`config.mk`:
```
export PLATFORM = sky130hd
export DESIGN_NAME = lru_page_buffer_pool
export DESIGN_NICKNAME = d
export VERILOG_FILES = /design/src/rtl/lpbp_pkg.sv /design/src/rtl/lpbp_frame_store.sv /design/src/rtl/lpbp_ctrl.sv /design/src/rtl/lru_page_buffer_pool.sv
export VERILOG_INCLUDE_DIRS = /design/src /design/src/rtl
export SDC_FILE = /design/constraint.sdc
export NUM_CORES = 1
export LEC_CHECK = 0
export BUFFER_PORTS_ARGS = -buffer_cell sky130_fd_sc_hd__clkbuf_2
export CAP_MARGIN = 20
export CORE_ASPECT_RATIO = 2
export CORE_MARGIN = 2
export CORE_UTILIZATION = 61
export DETAILED_ROUTE_END_ITERATION = 10
export PLACE_DENSITY_LB_ADDON = 0.2
export SYNTH_ARGS = -nofsm -noshare
export SYNTH_HDL_FRONTEND = slang
export SYNTH_SLANG_ARGS = --single-unit
export TNS_END_PERCENT = 50
```
`constraint.sdc`:
```
create_clock -name clk -period 16.3 [get_ports clk]
set_clock_uncertainty 0.2 [all_clocks]
set_input_delay 1.63 -clock clk [delete_from_list [all_inputs] [get_ports clk]]
set_output_delay 1.63 -clock clk [all_outputs]
set_load 0.05 [all_outputs]
```
`src/rtl/lru_page_buffer_pool_defines.svh`:
```
// Assertion macros for the buffer pool frame manager.
// Used by the top level only; expects clk and rst_n in scope.
`ifndef LRU_PAGE_BUFFER_POOL_DEFINES_SVH
`define LRU_PAGE_BUFFER_POOL_DEFINES_SVH

// Condition must hold at every edge out of reset.
`define LPBP_ASSERT_ALWAYS(label, cond, msg) \
label: assert property (@(posedge clk) disable iff (!rst_n) (cond)) else $error(msg);

// Antecedent at one edge implies consequent at the next.
`define LPBP_ASSERT_NEXT(label, ante, cons, msg) \
label: assert property (@(posedge clk) disable iff (!rst_n) (ante) |=> (cons)) else $error(msg);

`endif

```
`src/rtl/lpbp_pkg.sv`:
```
// Shared types and constants for the buffer pool frame manager.
// No dependencies.
package lpbp_pkg;

    localparam int FRAMES_DEF  = 16;
    localparam int FILE_W      = 10;
    localparam int PAGE_W      = 32;
    localparam int OP_W        = 3;
    localparam int OUT_FRAME_W = 4;

    typedef enum logic [OP_W-1:0] {
        OP_GET,
        OP_ALLOC,
        OP_DIRTY,
        OP_FPAGE,
        OP_FFILE,
        OP_FALL,
        OP_CLEAR
    } op_t;

    typedef enum logic [3:0] {
        S_INIT,
        S_IDLE,
        S_LOOK,
        S_DISP,
        S_UPD,
        S_RANK,
        S_RNEXT,
        S_WB,
        S_FIN
    } state_t;

    typedef enum logic [1:0] {
        U_HIT,
        U_ACQ,
        U_FLUSH,
        U_REL
    } upd_t;

    typedef struct packed {
        logic              en;
        logic [FILE_W-1:0] file;
        logic [PAGE_W-1:0] page;
    } tag_wr_t;

    typedef struct packed {
        logic                   vld;
        logic                   last;
        logic [OUT_FRAME_W-1:0] frame;
        logic                   hit;
        logic                   read_needed;
        logic                   error;
        logic [FILE_W-1:0]      file;
        logic [PAGE_W-1:0]      page;
    } emit_t;

endpackage

```
`src/rtl/lpbp_frame_store.sv`:
```
// Per-frame tag memory and list-position memory, one read a cycle, with separate tag and position writes.
// Depends on lpbp_pkg.
module lpbp_frame_store #(
    parameter int FRAMES = lpbp_pkg::FRAMES_DEF
) (
    input  logic                        clk,
    input  logic [$clog2(FRAMES)-1:0]   rd_addr,
    output logic [lpbp_pkg::FILE_W-1:0] rd_file,
    output logic [lpbp_pkg::PAGE_W-1:0] rd_page,
    output logic [$clog2(FRAMES)-1:0]   rd_pos,
    input  lpbp_pkg::tag_wr_t           tag_wr,
    input  logic [$clog2(FRAMES)-1:0]   tag_addr,
    input  logic                        pos_we,
    input  logic [$clog2(FRAMES)-1:0]   pos_addr,
    input  logic [$clog2(FRAMES)-1:0]   pos_wdata
);
    import lpbp_pkg::*;

    localparam int FW = $clog2(FRAMES);

    logic [FILE_W-1:0] file_mem [FRAMES];
    logic [PAGE_W-1:0] page_mem [FRAMES];
    logic [FW-1:0]     pos_mem  [FRAMES];

    logic [FILE_W-1:0] rd_file_reg;
    logic [PAGE_W-1:0] rd_page_reg;
    logic [FW-1:0]     rd_pos_reg;

    always_ff @(posedge clk)
    begin
        if (tag_wr.en)
        begin
            file_mem[tag_addr] <= tag_wr.file;
            page_mem[tag_addr] <= tag_wr.page;
        end
        if (pos_we)
        begin
            pos_mem[pos_addr] <= pos_wdata;
        end
        rd_file_reg <= file_mem[rd_addr];
        rd_page_reg <= page_mem[rd_addr];
        rd_pos_reg  <= pos_mem[rd_addr];
    end

    assign rd_file = rd_file_reg;
    assign rd_page = rd_page_reg;
    assign rd_pos  = rd_pos_reg;

endmodule

```
`src/rtl/lpbp_ctrl.sv`:
```
// Sequencer of the frame manager: frame scans, list-position updates, results.
// Depends on lpbp_pkg; drives lpbp_frame_store ports.
module lpbp_ctrl #(
    parameter int FRAMES = lpbp_pkg::FRAMES_DEF
) (
    input  logic                          clk,
    input  logic                          rst_n,
    input  logic                          in_accept,
    input  logic [lpbp_pkg::OP_W-1:0]     opcode,
    input  logic [lpbp_pkg::FILE_W-1:0]   file_id,
    input  logic [lpbp_pkg::PAGE_W-1:0]   page_number,
    output logic                          in_ready,
    output lpbp_pkg::emit_t               emit,
    input  logic                          emit_take,
    output logic [$clog2(FRAMES)-1:0]     rd_addr,
    input  logic [lpbp_pkg::FILE_W-1:0]   rd_file,
    input  logic [lpbp_pkg::PAGE_W-1:0]   rd_page,
    input  logic [$clog2(FRAMES)-1:0]     rd_pos,
    output lpbp_pkg::tag_wr_t             tag_wr,
    output logic [$clog2(FRAMES)-1:0]     tag_addr,
    output logic                          pos_we,
    output logic [$clog2(FRAMES)-1:0]     pos_addr,
    output logic [$clog2(FRAMES)-1:0]     pos_wdata,
    output logic [$clog2(FRAMES+1)-1:0]   busy_cnt,
    output logic [$clog2(FRAMES+1)-1:0]   free_cnt
);
    import lpbp_pkg::*;

    localparam int FW = $clog2(FRAMES);
    localparam int CW = $clog2(FRAMES + 1);
    localparam logic [FW-1:0] LAST = FW'(FRAMES - 1);

    // control state
    state_t            state_reg, state_next;
    state_t            ret_reg, ret_next;
    upd_t              upd_reg, upd_next;
    logic [FW-1:0]     cnt_reg, cnt_next;
    logic              iss_reg, iss_next;
    logic              pv_reg, pv_next;
    logic              found_reg, found_next;
    logic              from_free_reg, from_free_next;
    logic [FRAMES-1:0] valid_reg, valid_next;
    logic [FRAMES-1:0] dirty_reg, dirty_next;
    logic [CW-1:0]     busy_reg, busy_next;
    logic [CW-1:0]     free_reg, free_next;
    logic [CW-1:0]     rk_cnt_reg, rk_cnt_next;

    // payload
    op_t               op_reg, op_next;
    logic [FILE_W-1:0] f_reg, f_next;
    logic [PAGE_W-1:0] p_reg, p_next;
    logic [FW-1:0]     pi_reg, pi_next;
    logic [FW-1:0]     idx_reg, idx_next;
    logic [FW-1:0]     rank_reg, rank_next;
    logic [FW-1:0]     head_reg, head_next;
    logic [FW-1:0]     tail_reg, tail_next;
    logic [FILE_W-1:0] tail_file_reg, tail_file_next;
    logic [PAGE_W-1:0] tail_page_reg, tail_page_next;
    logic [FILE_W-1:0] m_file_reg, m_file_next;
    logic [PAGE_W-1:0] m_page_reg, m_page_next;
    logic [FW-1:0]     fr_reg, fr_next;
    logic [FW-1:0]     wb_frame_reg, wb_frame_next;
    logic [FILE_W-1:0] wb_file_reg, wb_file_next;
    logic [PAGE_W-1:0] wb_page_reg, wb_page_next;
    logic [FW-1:0]     fin_frame_reg, fin_frame_next;
    logic              fin_hit_reg, fin_hit_next;
    logic              fin_rd_reg, fin_rd_next;
    logic              fin_err_reg, fin_err_next;

    logic scan_go;
    logic scan_done;

    assign scan_done = pv_reg && (pi_reg == LAST);
    assign busy_cnt  = busy_reg;
    assign free_cnt  = free_reg;

    always_ff @(posedge clk or negedge rst_n)
    begin
        if (!rst_n)
        begin
            state_reg     <= S_INIT;
            ret_reg       <= S_UPD;
            upd_reg       <= U_HIT;
            cnt_reg       <= '0;
            iss_reg       <= 1'b0;
            pv_reg        <= 1'b0;
            found_reg     <= 1'b0;
            from_free_reg <= 1'b0;
            valid_reg     <= '0;
            dirty_reg     <= '0;
            busy_reg      <= '0;
            free_reg      <= CW'(FRAMES);
            rk_cnt_reg    <= '0;
        end
        else
        begin
            state_reg     <= state_next;
            ret_reg       <= ret_next;
            upd_reg       <= upd_next;
            cnt_reg       <= cnt_next;
            iss_reg       <= iss_next;
            pv_reg        <= pv_next;
            found_reg     <= found_next;
            from_free_reg <= from_free_next;
            valid_reg     <= valid_next;
            dirty_reg     <= dirty_next;
            busy_reg      <= busy_next;
            free_reg      <= free_next;
            rk_cnt_reg    <= rk_cnt_next;
        end
    end

    always_ff @(posedge clk)
    begin
        op_reg        <= op_next;
        f_reg         <= f_next;
        p_reg         <= p_next;
        pi_reg        <= pi_next;
        idx_reg       <= idx_next;
        rank_reg      <= rank_next;
        head_reg      <= head_next;
        tail_reg      <= tail_next;
        tail_file_reg <= tail_file_next;
        tail_page_reg <= tail_page_next;
        m_file_reg    <= m_file_next;
        m_page_reg    <= m_page_next;
        fr_reg        <= fr_next;
        wb_frame_reg  <= wb_frame_next;
        wb_file_reg   <= wb_file_next;
        wb_page_reg   <= wb_page_next;
        fin_frame_reg <= fin_frame_next;
        fin_hit_reg   <= fin_hit_next;
        fin_rd_reg    <= fin_rd_next;
        fin_err_reg   <= fin_err_next;
    end

    always_comb
    begin
        logic          v_i;
        logic [FW-1:0] fr_sel;
        logic [FW-1:0] pos_n;

        state_next     = state_reg;
        ret_next       = ret_reg;
        upd_next       = upd_reg;
        cnt_next       = cnt_reg;
        iss_next       = 1'b0;
        pv_next        = 1'b0;
        found_next     = found_reg;
        from_free_next = from_free_reg;
        valid_next     = valid_reg;
        dirty_next     = dirty_reg;
        busy_next      = busy_reg;
        free_next      = free_reg;
        rk_cnt_next    = rk_cnt_reg;
        op_next        = op_reg;
        f_next         = f_reg;
        p_next         = p_reg;
        pi_next        = pi_reg;
        idx_next       = idx_reg;
        rank_next      = rank_reg;
        head_next      = head_reg;
        tail_next      = tail_reg;
        tail_file_next = tail_file_reg;
        tail_page_next = tail_page_reg;
        m_file_next    = m_file_reg;
        m_page_next    = m_page_reg;
        fr_next        = fr_reg;
        wb_frame_next  = wb_frame_reg;
        wb_file_next   = wb_file_reg;
        wb_page_next   = wb_page_reg;
        fin_frame_next = fin_frame_reg;
        fin_hit_next   = fin_hit_reg;
        fin_rd_next    = fin_rd_reg;
        fin_err_next   = fin_err_reg;

        in_ready  = 1'b0;
        scan_go   = 1'b0;
        rd_addr   = cnt_reg;
        pos_we    = 1'b0;
        pos_addr  = pi_reg;
        pos_wdata = rd_pos;
        tag_wr    = '{en: 1'b0, file: f_reg, page: p_reg};
        tag_addr  = fr_reg;
        emit      = '0;
        v_i       = valid_reg[pi_reg];
        fr_sel    = '0;
        pos_n     = rd_pos;

        // one frame a cycle: issue a read, handle its data in the cycle after
        if (state_reg == S_LOOK || state_reg == S_UPD || state_reg == S_RANK)
        begin
            if (iss_reg)
            begin
                pv_next  = 1'b1;
                pi_next  = cnt_reg;
                cnt_next = cnt_reg + 1'b1;
                iss_next = (cnt_reg != LAST);
            end
        end

        case (state_reg)
            S_INIT:
            begin
                // free list starts as frames in ascending order
                pos_we    = 1'b1;
                pos_addr  = cnt_reg;
                pos_wdata = cnt_reg;
                cnt_next  = cnt_reg + 1'b1;
                if (cnt_reg == LAST)
                begin
                    state_next = S_IDLE;
                end
            end

            S_IDLE:
            begin
                in_ready = 1'b1;
                if (in_accept)
                begin
                    op_next    = op_t'(opcode);
                    f_next     = file_id;
                    p_next     = page_number;
                    found_next = 1'b0;
                    state_next = S_LOOK;
                    scan_go    = 1'b1;
                end
            end

            S_LOOK:
            begin
                if (pv_reg)
                begin
                    if (!found_reg && v_i && rd_file == f_reg
                        && (op_reg == OP_FFILE || rd_page == p_reg))
                    begin
                        found_next  = 1'b1;
                        idx_next    = pi_reg;
                        rank_next   = rd_pos;
                        m_file_next = rd_file;
                        m_page_next = rd_page;
                    end
                    if (v_i && rd_pos == FW'(busy_reg - CW'(1)))
                    begin
                        tail_next      = pi_reg;
                        tail_file_next = rd_file;
                        tail_page_next = rd_page;
                    end
                    if (!v_i && rd_pos == '0)
                    begin
                        head_next = pi_reg;
                    end
                end
                if (scan_done)
                begin
                    state_next = S_DISP;
                end
            end

            S_DISP:
            begin
                fin_frame_next = '0;
                fin_hit_next   = 1'b0;
                fin_rd_next    = 1'b0;
                fin_err_next   = 1'b0;
                state_next     = S_FIN;
                case (op_reg)
                    OP_GET, OP_ALLOC:
                    begin
                        if (found_reg)
                        begin
                            fin_frame_next = idx_reg;
                            fin_hit_next   = 1'b1;
                            if (op_reg == OP_GET)
                            begin
                                fr_next    = idx_reg;
                                upd_next   = U_HIT;
                                state_next = S_UPD;
                                scan_go    = 1'b1;
                            end
                            else
                            begin
                                fin_err_next = 1'b1;
                            end
                        end
                        else
                        begin
                            if (free_reg != '0)
                            begin
                                fr_sel         = head_reg;
                                from_free_next = 1'b1;
                                free_next      = free_reg - 1'b1;
                                busy_next      = busy_reg + 1'b1;
                                state_next     = S_UPD;
                                scan_go        = 1'b1;
                            end
                            else
                            begin
                                // evict the least recent frame
                                fr_sel         = tail_reg;
                                from_free_next = 1'b0;
                                if (dirty_reg[tail_reg])
                                begin
                                    wb_frame_next = tail_reg;
                                    wb_file_next  = tail_file_reg;
                                    wb_page_next  = tail_page_reg;
                                    ret_next      = S_UPD;
                                    state_next    = S_WB;
                                end
                                else
                                begin
                                    state_next = S_UPD;
                                    scan_go    = 1'b1;
                                end
                            end
                            valid_next[fr_sel] = 1'b1;
                            dirty_next[fr_sel] = 1'b0;
                            tag_wr.en          = 1'b1;
                            tag_addr           = fr_sel;
                            fr_next            = fr_sel;
                            upd_next           = U_ACQ;
                            fin_frame_next     = fr_sel;
                            fin_rd_next        = (op_reg == OP_GET);
                        end
                    end

                    OP_DIRTY:
                    begin
                        if (found_reg)
                        begin
                            dirty_next[idx_reg] = 1'b1;
                            fin_frame_next      = idx_reg;
                            fin_hit_next        = 1'b1;
                        end
                        else
                        begin
                            fin_err_next = 1'b1;
                        end
                    end

                    OP_FPAGE, OP_FFILE:
                    begin
                        if (found_reg)
                        begin
                            fr_next              = idx_reg;
                            upd_next             = U_FLUSH;
                            valid_next[idx_reg]  = 1'b0;
                            dirty_next[idx_reg]  = 1'b0;
                            busy_next            = busy_reg - 1'b1;
                            free_next            = free_reg + 1'b1;
                            if (dirty_reg[idx_reg])
                            begin
                                wb_frame_next = idx_reg;
                                wb_file_next  = m_file_reg;
                                wb_page_next  = m_page_reg;
                                ret_next      = S_UPD;
                                state_next    = S_WB;
                            end
                            else
                            begin
                                state_next = S_UPD;
                                scan_go    = 1'b1;
                            end
                            if (op_reg == OP_FPAGE)
                            begin
                                fin_frame_next = idx_reg;
                                fin_hit_next   = 1'b1;
                            end
                        end
                        else if (op_reg == OP_FPAGE)
                        begin
                            fin_err_next = 1'b1;
                        end
                    end

                    OP_FALL:
                    begin
                        rk_cnt_next = '0;
                        scan_go     = 1'b1;
                        if (busy_reg == '0)
                        begin
                            upd_next   = U_REL;
                            state_next = S_UPD;
                        end
                        else
                        begin
                            state_next = S_RANK;
                        end
                    end

                    OP_CLEAR:
                    begin
                        upd_next   = U_REL;
                        state_next = S_UPD;
                        scan_go    = 1'b1;
                    end

                    default:
                    begin
                        fin_err_next = 1'b1;
                    end
                endcase
            end

            S_UPD:
            begin
                if (pv_reg)
                begin
                    case (upd_reg)
                        U_HIT:
                        begin
                            if (pi_reg == fr_reg)
                            begin
                                pos_n = '0;
                            end
                            else if (v_i && rd_pos < rank_reg)
                            begin
                                pos_n = rd_pos + 1'b1;
                            end
                        end
                        U_ACQ:
                        begin
                            if (pi_reg == fr_reg)
                            begin
                                pos_n = '0;
                            end
                            else if (v_i)
                            begin
                                pos_n = rd_pos + 1'b1;
                            end
                            else if (from_free_reg)
                            begin
                                pos_n = rd_pos - 1'b1;
                            end
                        end
                        U_FLUSH:
                        begin
                            if (pi_reg == fr_reg)
                            begin
                                pos_n = '0;
                            end
                            else if (v_i && rd_pos > rank_reg)
                            begin
                                pos_n = rd_pos - 1'b1;
                            end
                            else if (!v_i)
                            begin
                                pos_n = rd_pos + 1'b1;
                            end
                        end
                        U_REL:
                        begin
                            // append recency order to the free tail
                            if (v_i)
                            begin
                                pos_n = FW'(free_reg + CW'(rd_pos));
                            end
                        end
                        default:
                        begin
                            pos_n = rd_pos;
                        end
                    endcase
                    pos_we    = 1'b1;
                    pos_wdata = pos_n;
                end
                if (scan_done)
                begin
                    if (upd_reg == U_REL)
                    begin
                        valid_next = '0;
                        dirty_next = '0;
                        free_next  = CW'(FRAMES);
                        busy_next  = '0;
                        state_next = S_FIN;
                    end
                    else if (op_reg == OP_FFILE)
                    begin
                        found_next = 1'b0;
                        state_next = S_LOOK;
                        scan_go    = 1'b1;
                    end
                    else
                    begin
                        state_next = S_FIN;
                    end
                end
            end

            S_RANK:
            begin
                if (pv_reg && v_i && rd_pos == rk_cnt_reg[FW-1:0])
                begin
                    idx_next    = pi_reg;
                    m_file_next = rd_file;
                    m_page_next = rd_page;
                end
                if (scan_done)
                begin
                    rk_cnt_next = rk_cnt_reg + 1'b1;
                    state_next  = S_RNEXT;
                end
            end

            S_RNEXT:
            begin
                if (dirty_reg[idx_reg])
                begin
                    dirty_next[idx_reg] = 1'b0;
                    wb_frame_next       = idx_reg;
                    wb_file_next        = m_file_reg;
                    wb_page_next        = m_page_reg;
                    ret_next            = S_RNEXT;
                    state_next          = S_WB;
                end
                else if (rk_cnt_reg == busy_reg)
                begin
                    upd_next   = U_REL;
                    state_next = S_UPD;
                    scan_go    = 1'b1;
                end
                else
                begin
                    state_next = S_RANK;
                    scan_go    = 1'b1;
                end
            end

            S_WB:
            begin
                emit.vld   = 1'b1;
                emit.frame = OUT_FRAME_W'(8'(wb_frame_reg));
                emit.file  = wb_file_reg;
                emit.page  = wb_page_reg;
                if (emit_take)
                begin
                    state_next = ret_reg;
                    scan_go    = (ret_reg == S_UPD);
                end
            end

            S_FIN:
            begin
                emit.vld         = 1'b1;
                emit.last        = 1'b1;
                emit.frame       = OUT_FRAME_W'(8'(fin_frame_reg));
                emit.hit         = fin_hit_reg;
                emit.read_needed = fin_rd_reg;
                emit.error       = fin_err_reg;
                emit.file        = f_reg;
                emit.page        = p_reg;
                if (emit_take)
                begin
                    state_next = S_IDLE;
                end
            end

            default:
            begin
                state_next = S_IDLE;
            end
        endcase

        if (scan_go)
        begin
            cnt_next = '0;
            iss_next = 1'b1;
            pv_next  = 1'b0;
        end
    end

endmodule

```
`src/rtl/lru_page_buffer_pool.sv`:
```
// Buffer pool frame manager: maps (file, page) to FRAMES frames with LRU
// replacement, a free list and dirty write-back. One request is taken at a
// time; every step walks the frames one per cycle through the single read
// port of the tag/position memory. A hit or miss takes a lookup pass, then
// a list update pass, plus result handshakes; flush file repeats lookup and
// update once per matching frame; flush all spends a scan pass per resident
// frame to walk recency order, then one more pass. After reset a pass over
// the frames sets up the free list before the first item is taken. Results
// leave through an output register; a request yields zero or more
// write-back items (last low) and then one final item.
// Depends on lpbp_pkg, lpbp_ctrl, lpbp_frame_store and the defines header.
`include "lru_page_buffer_pool_defines.svh"

module lru_page_buffer_pool #(
    parameter int FRAMES = lpbp_pkg::FRAMES_DEF
) (
    input  logic                             clk,
    input  logic                             rst_n,
    input  logic                             in_valid,
    output logic                             in_stall,
    input  logic [lpbp_pkg::OP_W-1:0]        opcode,
    input  logic [lpbp_pkg::FILE_W-1:0]      file_id,
    input  logic [lpbp_pkg::PAGE_W-1:0]      page_number,
    output logic                             out_valid,
    input  logic                             out_stall,
    output logic                             last,
    output logic [lpbp_pkg::OUT_FRAME_W-1:0] frame,
    output logic                             hit,
    output logic                             read_needed,
    output logic                             error,
    output logic [lpbp_pkg::FILE_W-1:0]      out_file_id,
    output logic [lpbp_pkg::PAGE_W-1:0]      out_page_number
);
    import lpbp_pkg::*;

    localparam int FW = $clog2(FRAMES);
    localparam int CW = $clog2(FRAMES + 1);

    logic              in_ready;
    logic              in_accept;
    emit_t             emit;
    logic              emit_take;
    logic [FW-1:0]     rd_addr;
    logic [FILE_W-1:0] rd_file;
    logic [PAGE_W-1:0] rd_page;
    logic [FW-1:0]     rd_pos;
    tag_wr_t           tag_wr;
    logic [FW-1:0]     tag_addr;
    logic              pos_we;
    logic [FW-1:0]     pos_addr;
    logic [FW-1:0]     pos_wdata;
    logic [CW-1:0]     busy_cnt;
    logic [CW-1:0]     free_cnt;

    logic  out_valid_reg, out_valid_next;
    emit_t out_reg, out_next;

    assign in_stall  = !in_ready;
    assign in_accept = in_valid && in_ready;
    assign emit_take = !out_valid_reg || !out_stall;

    lpbp_ctrl #(.FRAMES(FRAMES)) u_ctrl (
        .clk         (clk),
        .rst_n       (rst_n),
        .in_accept   (in_accept),
        .opcode      (opcode),
        .file_id     (file_id),
        .page_number (page_number),
        .in_ready    (in_ready),
        .emit        (emit),
        .emit_take   (emit_take),
        .rd_addr     (rd_addr),
        .rd_file     (rd_file),
        .rd_page     (rd_page),
        .rd_pos      (rd_pos),
        .tag_wr      (tag_wr),
        .tag_addr    (tag_addr),
        .pos_we      (pos_we),
        .pos_addr    (pos_addr),
        .pos_wdata   (pos_wdata),
        .busy_cnt    (busy_cnt),
        .free_cnt    (free_cnt)
    );

    lpbp_frame_store #(.FRAMES(FRAMES)) u_store (
        .clk       (clk),
        .rd_addr   (rd_addr),
        .rd_file   (rd_file),
        .rd_page   (rd_page),
        .rd_pos    (rd_pos),
        .tag_wr    (tag_wr),
        .tag_addr  (tag_addr),
        .pos_we    (pos_we),
        .pos_addr  (pos_addr),
        .pos_wdata (pos_wdata)
    );

    // load a new item whenever the register is empty or being drained
    always_comb
    begin
        out_valid_next = out_valid_reg;
        out_next       = out_reg;
        if (emit_take)
        begin
            out_valid_next = emit.vld;
            out_next       = emit;
        end
    end

    always_ff @(posedge clk or negedge rst_n)
    begin
        if (!rst_n)
        begin
            out_valid_reg <= 1'b0;
        end
        else
        begin
            out_valid_reg <= out_valid_next;
        end
    end

    always_ff @(posedge clk)
    begin
        out_reg <= out_next;
    end

    assign out_valid       = out_valid_reg;
    assign last            = out_reg.last;
    assign frame           = out_reg.frame;
    assign hit             = out_reg.hit;
    assign read_needed     = out_reg.read_needed;
    assign error           = out_reg.error;
    assign out_file_id     = out_reg.file;
    assign out_page_number = out_reg.page;

    `LPBP_ASSERT_ALWAYS(a_frames_conserved, ({1'b0, busy_cnt} + {1'b0, free_cnt}) == (CW+1)'(FRAMES), "resident plus free frames differ from pool size")
    `LPBP_ASSERT_NEXT(a_one_item_at_a_time, in_valid && !in_stall, in_stall, "new item taken while one is in progress")
    `LPBP_ASSERT_ALWAYS(a_writeback_clean, !(out_valid && !last) || (!hit && !read_needed && !error), "write-back item carries status flags")

endmodule
```
==> qor.csv <==
stage,metric,value,unit
place,dpl.hpwl,62900,µm
yosys,synth_cell_type_count,82,
drt,vias,23700,
sta,fin_crit,4.48,ns
yosys,synthFlopType,edfxtp_1,
finish,area_delta_synth_final,10.6,%
drt,routedWlPerCell,31.4,µm
sta,finalSetupViolations,0,
clock_network,cts_root_buf,clkbuf_16,
clock_network,cts.clk_slew.worst_paths,0.07,ns
floorplan,rows,139,
place,dp_cells,3306,
sta,rsz0062_at_grt,no,
clock_network,cts_hold_buf,0,
drt,drtPass1Iterations,7,
floorplan,fp.dieH,384,µm
clock_network,cts_tree,built,
sta,fmax,223,MHz
outcome,status,completed,
finish,layout_common_cells,"edfxtp_1 (992), mux4_2 (240), nand2_1 (121)",
drt,ant_nets,0,
power_and_ir_drop,peakVddDrop,0.000134,V
power_and_ir_drop,power,8.12,mW
grt,grt_start_max_net_pins,67,
finish,nNetsFinal,2554,
worst_setup_path,crit_buf_inv,1,
grt,grt_pass1_wl,160000,µm
finish,largest_reg_flops,512,
worst_setup_path,r2r_setup_slack,11.82,ns
floorplan,core_area,71700,µm²
yosys,synth_top_area_cell,edfxtp_1,
yosys,syn-num-nets,2453,
grt,grt_usage,0.299,
worst_setup_path,path_class,reg2reg,
yosys,synth_cells,2384,
finish,diodes,0,
grt,grt_overflow,0,
worst_setup_path,critPathLaunchType,register,
sta,tightest_slew,1.13,ns
floorplan,start_util,0.615,
flow_run,max_cap_viol_count,0,
yosys,synth_edf_count,992,
power_and_ir_drop,p_leak,16.3,nW
finish,reg_top3,"u_store.page_mem: 512 flops, u_store.file_mem: 160 flops, u_store.pos_mem: 64 flops",
drt,drc,0,
worst_setup_path,cpPeakStageDelay,0.64,ns
worst_setup_path,arrival,4.58,ns
grt,first_global_vias,24300,
yosys,synthDominantCellAreaShare,0.676,
grt,met2_usage,0.517,
drt,viasPerCell,6.81,
finish,final_cell_count_no_fill,3479,
grt,top_usage_layer,met2,
worst_setup_path,cp-end-kind,register,
yosys,synth.area.top_cells,"edfxtp_1 (68%), mux4_2 (12%), dfrtp_1 (3.5%), dfxtp_1 (2.1%), mux2i_1 (1.5%)",
sta,period_share,0.275,
sta,finalHoldViolations,0,
finish,top_register,u_store.page_mem,
clock_network,cts_resized,0,
worst_setup_path,cp_max_fo,26,
power_and_ir_drop,power.density,167,nW/µm²
grt,met3_usage,0.0482,
worst_setup_path,cp.required,16.40,ns
sta,finalSetupTns,0,ns
finish,final_common_cell,edfxtp_1,
yosys,seq_area_frac_synth,0.733,
floorplan,die_area,74600,µm²
yosys,yosysWarnings,0,
yosys,ys_ff_latch,1101,
grt,antenna_found_initial,1,
drt,drt_iter0_drc,2261,
yosys,syn-cell-area,44100,µm²
grt,use_met1,0.368,
sta,maxSlewViolCount,0,
clock_network,clkLatencyLatePin,0.69,ns
finish,filler_cell_count,4606,
place,gp_congestion,0.927,
finish,drive_gt1_frac,0.234,
worst_setup_path,critPathTopFamily,simple AND/OR/NAND/NOR gates,
drt,wl,109000,µm
clock_network,clock-sinks,1101,
yosys,avgSynthCellArea,18.5,µm²
hold_path,hold_path_class,reg2reg,
clock_network,cts_buffers,91,
clock_network,post_cts_buffers,0,
clock_network,cts_buffer_depth,3,
place,post-place-ws,11.92,ns
yosys,synth-async-reset-ratio,0.0572,
clock_network,cts-htree-levels,3,
floorplan,die_w,194,µm
worst_setup_path,cpMaxStageDelayCell,nor2_4,
floorplan,pin_count,101,
finish,postLayoutCoreUtil,0.680,
worst_setup_path,path_cells,"nand4bb_1, nor3_1, nand2_1, or2_2, nor2_4, buf_4",
sta,slew_headroom,0.249,
sta,worst_slack,11.82,ns
place,io_buffers,100,
stage by stage:
| step | cell area [µm²] | hold slack, ns |
|---|---|---|
| after floorplan | 44100 | 0.223 |
| after global placement | 45700 | 0.248 |
| after detailed placement | 45700 | 0.265 |
| after CTS | 48700 | 0.276 |
| after global routing | 48700 | 0.293 |
| final | 48700 | 0.281 |
metal layers:
layer / wire length, µm / share of wire / vias to the layer above
li1: - / - / 9795
met1: 38400 / 0.35 / 12300
met2: 57300 / 0.52 / 1260
met5: 13 / 0.00012 / -
met3: 7720 / 0.071 / 318
met4: 5820 / 0.053 / 2
cells by family (layout without fill, tap and decap cells):
group           count (synthesis)  count (layout)  share of synthesized area
buf+inv                       166             345                     0.0151
xor+xnor                       82              82                     0.0163
flops                        1101            1101                      0.733
compound gates                334             334                     0.0502
fa+ha+maj                      20              20                    0.00602
simple gates                  367             367                     0.0401
mux                           314             314                      0.140
worst reg2reg max path: stages (launching register included):
cell and delay [ns]:
dfrtp_1 0.56, nand4bb_1 0.53, nor3_1 0.57, nand2_1 0.46
or2_2 0.55, nor2_4 0.64, buf_4 0.58
area by class of cell:
class	count	area [µm²]	area share
multi-input combinational	1117	11300	0.232
tap	916	1150	0.0235
clock inverter	57	579	0.0119
sequential	1101	32300	0.663
clock buffer	114	2490	0.0510
inverter	28	108	0.00221
timing repair buffer	146	846	0.0174
synthesized netlist by cell type, drive strengths merged (5+ instances only):
master / n
nor3: 24
mux4: 240
nor2: 104
o22ai: 10
nand3: 18
xnor2: 25
clkbuf: 92
ha: 18
o31ai: 21
or3: 6
o41ai: 12
nand2b: 11
nor4: 16
a21oi: 74
mux2: 10
a21o: 6
edfxtp: 992
mux2i: 64
nor2b: 17
a22o: 47
a211oi: 6
nand2: 122
xor2: 57
dfxtp: 46
inv: 27
a22oi: 10
and2: 6
and3: 10
o211ai: 5
buf: 46
a31oi: 8
o21ai: 102
nand4: 13
dfrtp: 62
where the power goes:
group,switching [mW],internal (mW),total (mW),leakage (nW)
registers,0.359,3.51,3.87,10.3
clock network,1.03,1.23,2.25,1.49
logic,1.20,0.793,1.99,4.48
total,2.59,5.53,8.12,16.3
final timing paths:
| path | from | endpoint | depth (start not counted) |
|---|---|---|---|
| worst min-delay path | u_store.rd_page[28] | u_ctrl.tail_page_reg[28] | 0 |
| min in group asynchronous | rst_n | u_ctrl.rk_cnt_reg[2] | 2 |
| worst max register to register | u_ctrl.state_reg[3] | u_store.file_mem[4][8] | 6 |
| max in group asynchronous | rst_n | u_ctrl.rd_addr[0] | 2 |
| worst min register to register | u_store.rd_page[28] | u_ctrl.tail_page_reg[28] | 0 |
| worst max-delay path | u_ctrl.state_reg[3] | u_store.file_mem[4][8] | 6 |
Power figures use the tool's default switching activity.
